$ cat src/hw/rtl/bgcs_pkg.sv
package bgcs_pkg;

  // Grid limits and derived widths
  localparam int MAX_WIDTH   = 1024;
  localparam int MAX_HEIGHT  = 1024;
  localparam int CFG_W       = 11;
  localparam int COL_W       = $clog2(MAX_WIDTH + 1);
  localparam int ROW_W       = $clog2(MAX_HEIGHT + 1);
  localparam int COORD_W     = 13;
  localparam int RESET_DIM   = 1024;

  // Bus widths
  localparam int ADDR_W      = 3;
  localparam int DATA_W      = 32;
  localparam int IN_TDATA_W  = 8;
  localparam int OUT_TDATA_W = 56;
  localparam int OUT_PAD_W   = OUT_TDATA_W - 4 * COORD_W;

  // Register indexes, taken from the upper address bit
  localparam logic REG_GRID_WIDTH  = 1'b0;
  localparam logic REG_GRID_HEIGHT = 1'b1;

  typedef logic [COL_W-1:0]          col_t;
  typedef logic [ROW_W-1:0]          row_t;
  typedef logic [CFG_W-1:0]          cfg_t;
  typedef logic signed [COORD_W-1:0] coord_t;

  // Edge midpoints of one cell
  typedef enum logic [1:0] {
    PT_TOP    = 2'd0,
    PT_RIGHT  = 2'd1,
    PT_BOTTOM = 2'd2,
    PT_LEFT   = 2'd3
  } pt_e;

  typedef struct packed {
    logic [1:0] count;
    pt_e        s0;
    pt_e        e0;
    pt_e        s1;
    pt_e        e1;
  } case_t;

  // One closed 2x2 cell
  typedef struct packed {
    col_t col;
    row_t row;
    logic tl;
    logic tr;
    logic br;
    logic bl;
  } cell_t;

  typedef struct packed {
    coord_t sx;
    coord_t sy;
    coord_t ex;
    coord_t ey;
    logic   last;
  } seg_t;

  typedef struct packed {
    logic [1:0] count;
    seg_t       seg;
  } dec_t;

  // Segment table, solid on the left of each segment
  function automatic case_t case_lookup(logic [3:0] idx);
    case_t ct;
    ct = '{count: 2'd0, s0: PT_TOP, e0: PT_TOP, s1: PT_TOP, e1: PT_TOP};
    unique case (idx)
      4'd0:  ct.count = 2'd0;
      4'd1:  ct = '{2'd1, PT_LEFT,   PT_TOP,    PT_TOP,    PT_TOP};
      4'd2:  ct = '{2'd1, PT_TOP,    PT_RIGHT,  PT_TOP,    PT_TOP};
      4'd3:  ct = '{2'd1, PT_LEFT,   PT_RIGHT,  PT_TOP,    PT_TOP};
      4'd4:  ct = '{2'd1, PT_RIGHT,  PT_BOTTOM, PT_TOP,    PT_TOP};
      4'd5:  ct = '{2'd2, PT_LEFT,   PT_TOP,    PT_RIGHT,  PT_BOTTOM};
      4'd6:  ct = '{2'd1, PT_TOP,    PT_BOTTOM, PT_TOP,    PT_TOP};
      4'd7:  ct = '{2'd1, PT_LEFT,   PT_BOTTOM, PT_TOP,    PT_TOP};
      4'd8:  ct = '{2'd1, PT_BOTTOM, PT_LEFT,   PT_TOP,    PT_TOP};
      4'd9:  ct = '{2'd1, PT_BOTTOM, PT_TOP,    PT_TOP,    PT_TOP};
      4'd10: ct = '{2'd2, PT_TOP,    PT_RIGHT,  PT_BOTTOM, PT_LEFT};
      4'd11: ct = '{2'd1, PT_BOTTOM, PT_RIGHT,  PT_TOP,    PT_TOP};
      4'd12: ct = '{2'd1, PT_RIGHT,  PT_LEFT,   PT_TOP,    PT_TOP};
      4'd13: ct = '{2'd1, PT_RIGHT,  PT_TOP,    PT_TOP,    PT_TOP};
      4'd14: ct = '{2'd1, PT_TOP,    PT_LEFT,   PT_TOP,    PT_TOP};
      default: ct.count = 2'd0;
    endcase
    return ct;
  endfunction

  // Map a register value to the usable column range
  function automatic col_t clamp_w(cfg_t v);
    col_t res;
    if (v == '0) begin
      res = col_t'(1);
    end else if (int'(v) > MAX_WIDTH) begin
      res = col_t'(MAX_WIDTH);
    end else begin
      res = col_t'(v);
    end
    return res;
  endfunction

  function automatic row_t clamp_h(cfg_t v);
    row_t res;
    if (v == '0) begin
      res = row_t'(1);
    end else if (int'(v) > MAX_HEIGHT) begin
      res = row_t'(MAX_HEIGHT);
    end else begin
      res = row_t'(v);
    end
    return res;
  endfunction

endpackage

$ cat src/hw/rtl/binary_grid_contour_segments_unit.sv
// Channel   | Direction | Carries
// s_axis    | in        | tdata[0] pixel_solid, one request per grid position, padding column and row included
// m_axis    | out       | tdata start_x2/start_y2/end_x2/end_y2, tlast last_of_cell
// APB       | in/out    | grid_width at 0x0, grid_height at 0x4
//
// One pixel is taken per cycle while the cell stage can retire; a cell passes from
// the cell stage register to the output register, the row store read being registered with the cell stage.
// Saddle cells hold the cell stage until both segments, one per output, have moved out.
// Reset clears counters, edge bits and valid flags; the row store needs no
// clearing since each row reads only entries the previous row wrote.
// Back-pressure on m_axis stalls the cell stage and then s_axis.
module binary_grid_contour_segments_unit import bgcs_pkg::*; (
  input  logic                   clk_i,
  input  logic                   rst_ni,
  // Pixel stream: [0] pixel_solid
  input  logic                   s_axis_tvalid,
  output logic                   s_axis_tready,
  input  logic [IN_TDATA_W-1:0]  s_axis_tdata,
  // Segment stream: [12:0] start_x2, [25:13] start_y2, [38:26] end_x2, [51:39] end_y2
  output logic                   m_axis_tvalid,
  input  logic                   m_axis_tready,
  output logic [OUT_TDATA_W-1:0] m_axis_tdata,
  output logic                   m_axis_tlast,
  // Configuration
  input  logic                   psel,
  input  logic                   penable,
  input  logic                   pwrite,
  input  logic [ADDR_W-1:0]      paddr,
  input  logic [DATA_W-1:0]      pwdata,
  output logic [DATA_W-1:0]      prdata,
  output logic                   pready
);

  cfg_t  width_cfg_q, height_cfg_q;
  col_t  w;
  row_t  h;
  logic  cfg_wr;

  col_t  col_q, col_d;
  row_t  row_q, row_d;
  logic  in_acc;
  logic  br_in;

  logic  prev_row_mem [MAX_WIDTH+1];
  logic  prev_rd_q;

  logic  s1_valid_q;
  col_t  s1_col_q;
  row_t  s1_row_q;
  logic  s1_br_q;
  logic  left_upper_q, left_lower_q;
  logic  seg_sel_q;

  cell_t cur_cell;
  dec_t  dec;
  logic  out_free, emit, retire;

  logic  out_valid_q;
  seg_t  out_seg_q;

  // Configuration registers
  assign pready = 1'b1;
  assign cfg_wr = psel & penable & pwrite & pready;
  assign prdata = (paddr[ADDR_W-1] == REG_GRID_HEIGHT) ? DATA_W'(height_cfg_q)
                                                       : DATA_W'(width_cfg_q);

  always_ff @(posedge clk_i or negedge rst_ni) begin
    if (!rst_ni) begin
      width_cfg_q  <= cfg_t'(RESET_DIM);
      height_cfg_q <= cfg_t'(RESET_DIM);
    end else if (cfg_wr) begin
      if (paddr[ADDR_W-1] == REG_GRID_WIDTH) begin
        width_cfg_q <= pwdata[CFG_W-1:0];
      end else begin
        height_cfg_q <= pwdata[CFG_W-1:0];
      end
    end
  end

  assign w = clamp_w(width_cfg_q);
  assign h = clamp_h(height_cfg_q);

  // Raster position of the next request; wrap at the padding column and row
  assign in_acc = s_axis_tvalid & s_axis_tready;
  assign br_in  = s_axis_tdata[0] & (col_q < w) & (row_q < h);

  always_comb begin
    if (col_q >= w) begin
      col_d = '0;
      row_d = (row_q >= h) ? '0 : row_q + row_t'(1);
    end else begin
      col_d = col_q + col_t'(1);
      row_d = row_q;
    end
  end

  always_ff @(posedge clk_i or negedge rst_ni) begin
    if (!rst_ni) begin
      col_q <= '0;
      row_q <= '0;
    end else if (cfg_wr) begin
      col_q <= '0;
      row_q <= '0;
    end else if (in_acc) begin
      col_q <= col_d;
      row_q <= row_d;
    end
  end

  // Row store: read the pixel above, then overwrite it with this one
  always_ff @(posedge clk_i) begin
    if (in_acc) begin
      prev_rd_q           <= prev_row_mem[col_q];
      prev_row_mem[col_q] <= br_in;
    end
  end

  // Cell stage payload
  always_ff @(posedge clk_i) begin
    if (in_acc) begin
      s1_col_q <= col_q;
      s1_row_q <= row_q;
      s1_br_q  <= br_in;
    end
  end

  // Assemble the cell; the implicit top row and left column read as empty
  always_comb begin
    cur_cell.col = s1_col_q;
    cur_cell.row = s1_row_q;
    cur_cell.tr  = (s1_row_q == '0) ? 1'b0 : prev_rd_q;
    cur_cell.br  = s1_br_q;
    cur_cell.tl  = (s1_col_q == '0) ? 1'b0 : left_upper_q;
    cur_cell.bl  = (s1_col_q == '0) ? 1'b0 : left_lower_q;
  end

  bgcs_seg_decode u_seg_decode (
    .cell_i    (cur_cell),
    .seg_sel_i (seg_sel_q),
    .dec_o     (dec)
  );

  // Advance the cell stage once its last segment moves to the output, or at once if it has none
  assign out_free      = ~out_valid_q | m_axis_tready;
  assign emit          = s1_valid_q & (dec.count != 2'd0) & out_free;
  assign retire        = s1_valid_q & ((dec.count == 2'd0) | (out_free & dec.seg.last));
  assign s_axis_tready = ~s1_valid_q | retire;

  always_ff @(posedge clk_i or negedge rst_ni) begin
    if (!rst_ni) begin
      s1_valid_q   <= 1'b0;
      seg_sel_q    <= 1'b0;
      left_upper_q <= 1'b0;
      left_lower_q <= 1'b0;
    end else begin
      if (in_acc) begin
        s1_valid_q <= 1'b1;
      end else if (retire) begin
        s1_valid_q <= 1'b0;
      end
      if (retire) begin
        seg_sel_q    <= 1'b0;
        left_upper_q <= cur_cell.tr;
        left_lower_q <= cur_cell.br;
      end else if (emit) begin
        seg_sel_q <= 1'b1;
      end
    end
  end

  // Output register
  always_ff @(posedge clk_i or negedge rst_ni) begin
    if (!rst_ni) begin
      out_valid_q <= 1'b0;
    end else if (emit) begin
      out_valid_q <= 1'b1;
    end else if (m_axis_tready) begin
      out_valid_q <= 1'b0;
    end
  end

  always_ff @(posedge clk_i) begin
    if (emit) begin
      out_seg_q <= dec.seg;
    end
  end

  assign m_axis_tvalid = out_valid_q;
  assign m_axis_tlast  = out_seg_q.last;
  assign m_axis_tdata  = {{OUT_PAD_W{1'b0}}, out_seg_q.ey, out_seg_q.ex,
                          out_seg_q.sy, out_seg_q.sx};

endmodule

$ cat src/hw/rtl/bgcs_seg_decode.sv
module bgcs_seg_decode import bgcs_pkg::*; (
  input  cell_t cell_i,
  input  logic  seg_sel_i,
  output dec_t  dec_o
);

  case_t  ct;
  pt_e    sp;
  pt_e    ep;
  coord_t x_base;
  coord_t y_base;

  // Doubled cell position, extended to the coordinate width
  assign x_base = coord_t'({cell_i.col, 1'b0});
  assign y_base = coord_t'({cell_i.row, 1'b0});

  assign ct = case_lookup({cell_i.bl, cell_i.br, cell_i.tr, cell_i.tl});
  assign sp = seg_sel_i ? ct.s1 : ct.s0;
  assign ep = seg_sel_i ? ct.e1 : ct.e0;

  // Place start and end on the cell's edge midpoints
  always_comb begin
    dec_o.count    = ct.count;
    dec_o.seg.last = (ct.count == 2'd2) ? seg_sel_i : 1'b1;
    case (sp)
      PT_TOP:    begin dec_o.seg.sx = x_base;             dec_o.seg.sy = y_base - coord_t'(1); end
      PT_RIGHT:  begin dec_o.seg.sx = x_base + coord_t'(1); dec_o.seg.sy = y_base;             end
      PT_BOTTOM: begin dec_o.seg.sx = x_base;             dec_o.seg.sy = y_base + coord_t'(1); end
      default:   begin dec_o.seg.sx = x_base - coord_t'(1); dec_o.seg.sy = y_base;             end
    endcase
    case (ep)
      PT_TOP:    begin dec_o.seg.ex = x_base;             dec_o.seg.ey = y_base - coord_t'(1); end
      PT_RIGHT:  begin dec_o.seg.ex = x_base + coord_t'(1); dec_o.seg.ey = y_base;             end
      PT_BOTTOM: begin dec_o.seg.ex = x_base;             dec_o.seg.ey = y_base + coord_t'(1); end
      default:   begin dec_o.seg.ex = x_base - coord_t'(1); dec_o.seg.ey = y_base;             end
    endcase
  end

endmodule

$ cat config.mk
export PLATFORM = sky130hd
export DESIGN_NAME = binary_grid_contour_segments_unit
export DESIGN_NICKNAME = d
export VERILOG_FILES = /design/src/hw/rtl/bgcs_pkg.sv /design/src/hw/rtl/binary_grid_contour_segments_unit.sv /design/src/hw/rtl/bgcs_seg_decode.sv
export SDC_FILE = /design/constraint.sdc
export NUM_CORES = 2
export LEC_CHECK = 0
export BUFFER_PORTS_ARGS = -buffer_cell sky130_fd_sc_hd__buf_2
export CAP_MARGIN = 15
export CORE_MARGIN = 4
export CORE_UTILIZATION = 65
export DETAILED_ROUTE_END_ITERATION = 8
export MAX_ROUTING_LAYER = met4
export PLACE_DENSITY = 0.83
export SYNTH_ARGS = -nofsm -noshare
export SYNTH_HDL_FRONTEND = slang
export SYNTH_SLANG_ARGS = --single-unit
$ cat constraint.sdc
create_clock -name clk_i -period 42.6 [get_ports clk_i]
set_input_delay 4.26 -clock clk_i [delete_from_list [all_inputs] [get_ports clk_i]]
set_output_delay 4.26 -clock clk_i [all_outputs]
set_load 0.05 [all_outputs]
==> run_results.csv <==
group,metric,value,unit
worst_setup_path,worstSetupPathType,"input port to output pin",
worst_setup_path,r2r_start,"height_cfg_q[10]",
detailed_routing,drtAntennaViolNets,0,
synthesis,ys_seq_elements,1151,
detailed_routing,wl_per_cell,27.6,um
sta,setup-violations-final,0,
clocking,clk_path_buf_depth,3,
cells_and_area,multi_input_area,14800,sq um
cells_and_area,regArea,34300,sq um
global_route,grt_use_total,0.328,
worst_setup_path,crit_chain,"buf_2 -> nor2b_1 -> o21ai_1 -> a31oi_1 -> o221a_4 -> inv_2 -> buf_2",
global_route,grt_max_degree,328,
synthesis,async_flop_share,0.0426,
floorplanning,io_pins,142,
sta,finalCritPeriodShare,0.235,
sta,tns,0,ns
global_route,grt_first_pass_wirelength,195,mm
cells_and_area,filler_cell_count,4664,
clocking,cts_hold_buf,0,
sta,final.min_clock_period,10.03,ns
floorplanning,rows,102,
synthesis,syn-instance-count,3731,
global_route,grt-ovfl-total,0,
flow_run,maxCapViolations,0,
synthesis,synth_edf_count,1102,
clocking,clk_latency,0.68,ns
synthesis,seq_area_frac_synth,0.677,
worst_setup_path,slowest_delay,0.37,ns
global_route,antenna_found_initial,3,
outcome,outcome,"finished clean",
synthesis,synth_area,50700,sq um
clocking,clock-sinks,1151,
detailed_routing,drc,0,
detailed_routing,vias_per_cell,6.75,
sta,fmax,0.0997,GHz
floorplanning,die_y,287,um
clocking,tritoncts,"built",
power_and_ir_drop,leakagePower,17.5,nW
clocking,postCtsSetupBuffers,0,
cells_and_area,nNetsFinal,3758,
synthesis,synth_cell_types,71,
detailed_routing,dr_total_vias,32500,
synthesis,syn_avg_cell_area,13.6,sq um
floorplanning,dieArea,82500,sq um
synthesis,ys_warn_count,0,
floorplanning,core,77300,sq um
worst_setup_path,worst-path-buf-inv,3,
sta,worst_pin_slew,1.44,ns
sta,hold_violations,0,
cells_and_area,area_growth,8.88,%
detailed_routing,postRouteWirelength,133,mm
clocking,cts-buffers-inserted,112,
detailed_routing,drt_iter0_drc,5463,
power_and_ir_drop,power.density,60.1,nW/um^2
global_route,grt_pass1_vias,31400,
sta,max-slew-margin-rel,0.0410,
synthesis,yosys_most_used_dff,"edfxtp_1",
worst_setup_path,worstPathArrival,5.77,ns
worst_setup_path,critPathTopFamily,"compound AO/OA/AOI/OAI gates",
worst_setup_path,cp-start-kind,"input port",
clocking,clkTransAtPathRegs,0.06,ns
hold_path,min_from,"row_q[4]",
cells_and_area,layout_commonest_cell,"edfxtp_1",
detailed_routing,firstDrtPassIters,6,
sta,rsz0062_at_grt,"no",
cells_and_area,final_core_util,0.714,
worst_setup_path,crit_fanout,6,
worst_setup_path,worstSetupEndpointType,"output pin",
worst_setup_path,crit_start,"m_axis_tready",
hold_path,hold_path_class,"flip-flop to flip-flop",
sta,maxSlewViolCount,0,
worst_setup_path,critPathSlowestCell,"o221a_4",
clocking,cts-root-buf,"clkbuf_16",
cells_and_area,final_cell_mix,"edfxtp_1, nor2_1, mux2i_1",
floorplanning,initial_core_util,0.655,
place,gp_congestion,0.866,
place,post-dp-hpwl,68.5,mm
worst_setup_path,critPathRequiredTime,38.34,ns
power_and_ir_drop,peakVddDrop,0.0633,mV
worst_setup_path,worst_path_most_repeated_cell,"buf_2",
cells_and_area,final_layout_size_suffix_gt1_frac,0.148,
sta,skew,0.0235,ns
clocking,cts_resized,0,
place,portBuffers,85,
clocking,htreeDepth,3,
floorplanning,die_x,287,um
worst paths after layout:
check                                     to  slack [ns]  cells after the start
min reg2reg                      s1_row_q[4]        0.54                      0
min                              s1_row_q[4]        0.54                      0
min in group asynchronous          seg_sel_q        3.68                      2
max in group asynchronous           col_q[1]       38.40                      2
max                            s_axis_tready       32.57                      7
max reg2reg                prev_row_mem[966]       36.58                     15
cell type report:
type                       instances  share of cell area
clock inverter                    49             0.00732
sequential                      1151               0.622
timing repair buffer             167              0.0211
inverter                          31             0.00211
multi-input combinational       2215               0.268
tap                             1040              0.0236
clock buffer                     154              0.0557
antenna                            2           0.0000907
through the flow:
stage          std cells  instance area (sq um)  hold WS (ns)  total power, mW  worst slack [ns]
3_5_place_dp        4599                  51600         0.517             2.36             32.57
5_1_grt             4809                  55200         0.539             3.41             32.49
2_1_floorplan       3755                  50800         0.451             2.27             22.55
6_report            4809                  55200         0.540             3.32             32.57
4_1_cts             4802                  55100         0.522             3.30             32.57
3_3_place_gp        4599                  51600         0.506             2.34             32.65
layer usage:
metal  wire length (um)  global-route usage  part of all wire
met5                  0                   -                 0
met1              44400               0.429              0.33
met2              62200               0.496              0.47
met3              19100              0.0766              0.14
met4               7020               0.157             0.053
power by group:
part / switching [mW] / total, mW / internal, mW
clock: 0.412 / 0.950 / 0.538
combinational: 0.595 / 0.873 / 0.278
sequential: 0.0517 / 1.49 / 1.44
total: 1.06 / 3.32 / 2.26
registers in the layout, summed over array words and instances, names as in the netlist:
register       cells
col_q             11
height_cfg_q      11
left_lower_q       1
left_upper_q       1
m_axis_tdata      52
m_axis_tlast       1
m_axis_tvalid      1
prev_rd_q          1
prev_row_mem    1025
row_q             11
s1_br_q            1
s1_col_q          11
s1_row_q          11
s1_valid_q         1
seg_sel_q          1
width_cfg_q       11
worst reg2reg max path, stage by stage, from the launching register on:
cell and delay, ns:
dfstp_2 0.57, clkinv_1 0.22, nand2_1 0.14, ha_1 0.24, nor2b_1 0.13, o21ai_0 0.14, nand2b_1 0.07, a21oi_1 0.13
o21ai_0 0.09, a221oi_1 0.29, buf_4 0.24, and3_4 0.63, buf_4 0.88, buf_4 1.09, buf_4 0.47, buf_16 0.39
cell families after synthesis:
| kind of cell | synth area share |
|---|---|
| and+or+nand+nor | 0.117 |
| buffers and inverters | 0.0356 |
| other | 0.000148 |
| xor gates and xnor gates | 0.00760 |
| DFF | 0.677 |
| adders and majority gates | 0.00760 |
| muxes | 0.115 |
| AOI/OAI and AO/OA | 0.0403 |
cells in the mapped netlist (3+ instances only):
cell type	instances	area share
edfxtp_1	1102	0.65
nor2_1	1063	0.079
mux2i_1	247	0.049
clkbuf_1	233	0.017
nand2_1	135	0.010
mux4_2	133	0.059
o22ai_1	132	0.016
a22oi_1	80	0.012
dfrtp_1	47	0.023
buf_2	44	0.0043
nor4_1	38	0.0047
mux2_2	32	0.0071
ha_1	30	0.0074
buf_1	29	0.0021
inv_1	29	0.0021
buf_4	27	0.0040
nand4_1	27	0.0033
buf_6	25	0.0056
o21ai_0	25	0.0025
nand3_1	23	0.0023
xor2_1	23	0.0040
xnor2_1	21	0.0036
nor3_1	20	0.0020
a31oi_1	16	0.0020
a21oi_1	15	0.0015
or3_1	12	0.0015
and3_1	11	0.0014
nand2b_1	10	0.0012
nand2_4	8	0.0018
nor3b_1	8	0.0012
or4_1	7	0.0010
nand4bb_1	6	0.0013
and4_1	5	0.00086
nor2b_1	5	0.00062
and3b_1	4	0.00069
nand4b_1	4	0.00069
or4b_2	4	0.00079
a21o_1	3	0.00044
nor3_4	3	0.00096
o21a_1	3	0.00044
o31ai_1	3	0.00044
(Power assumes the default switching activity.)
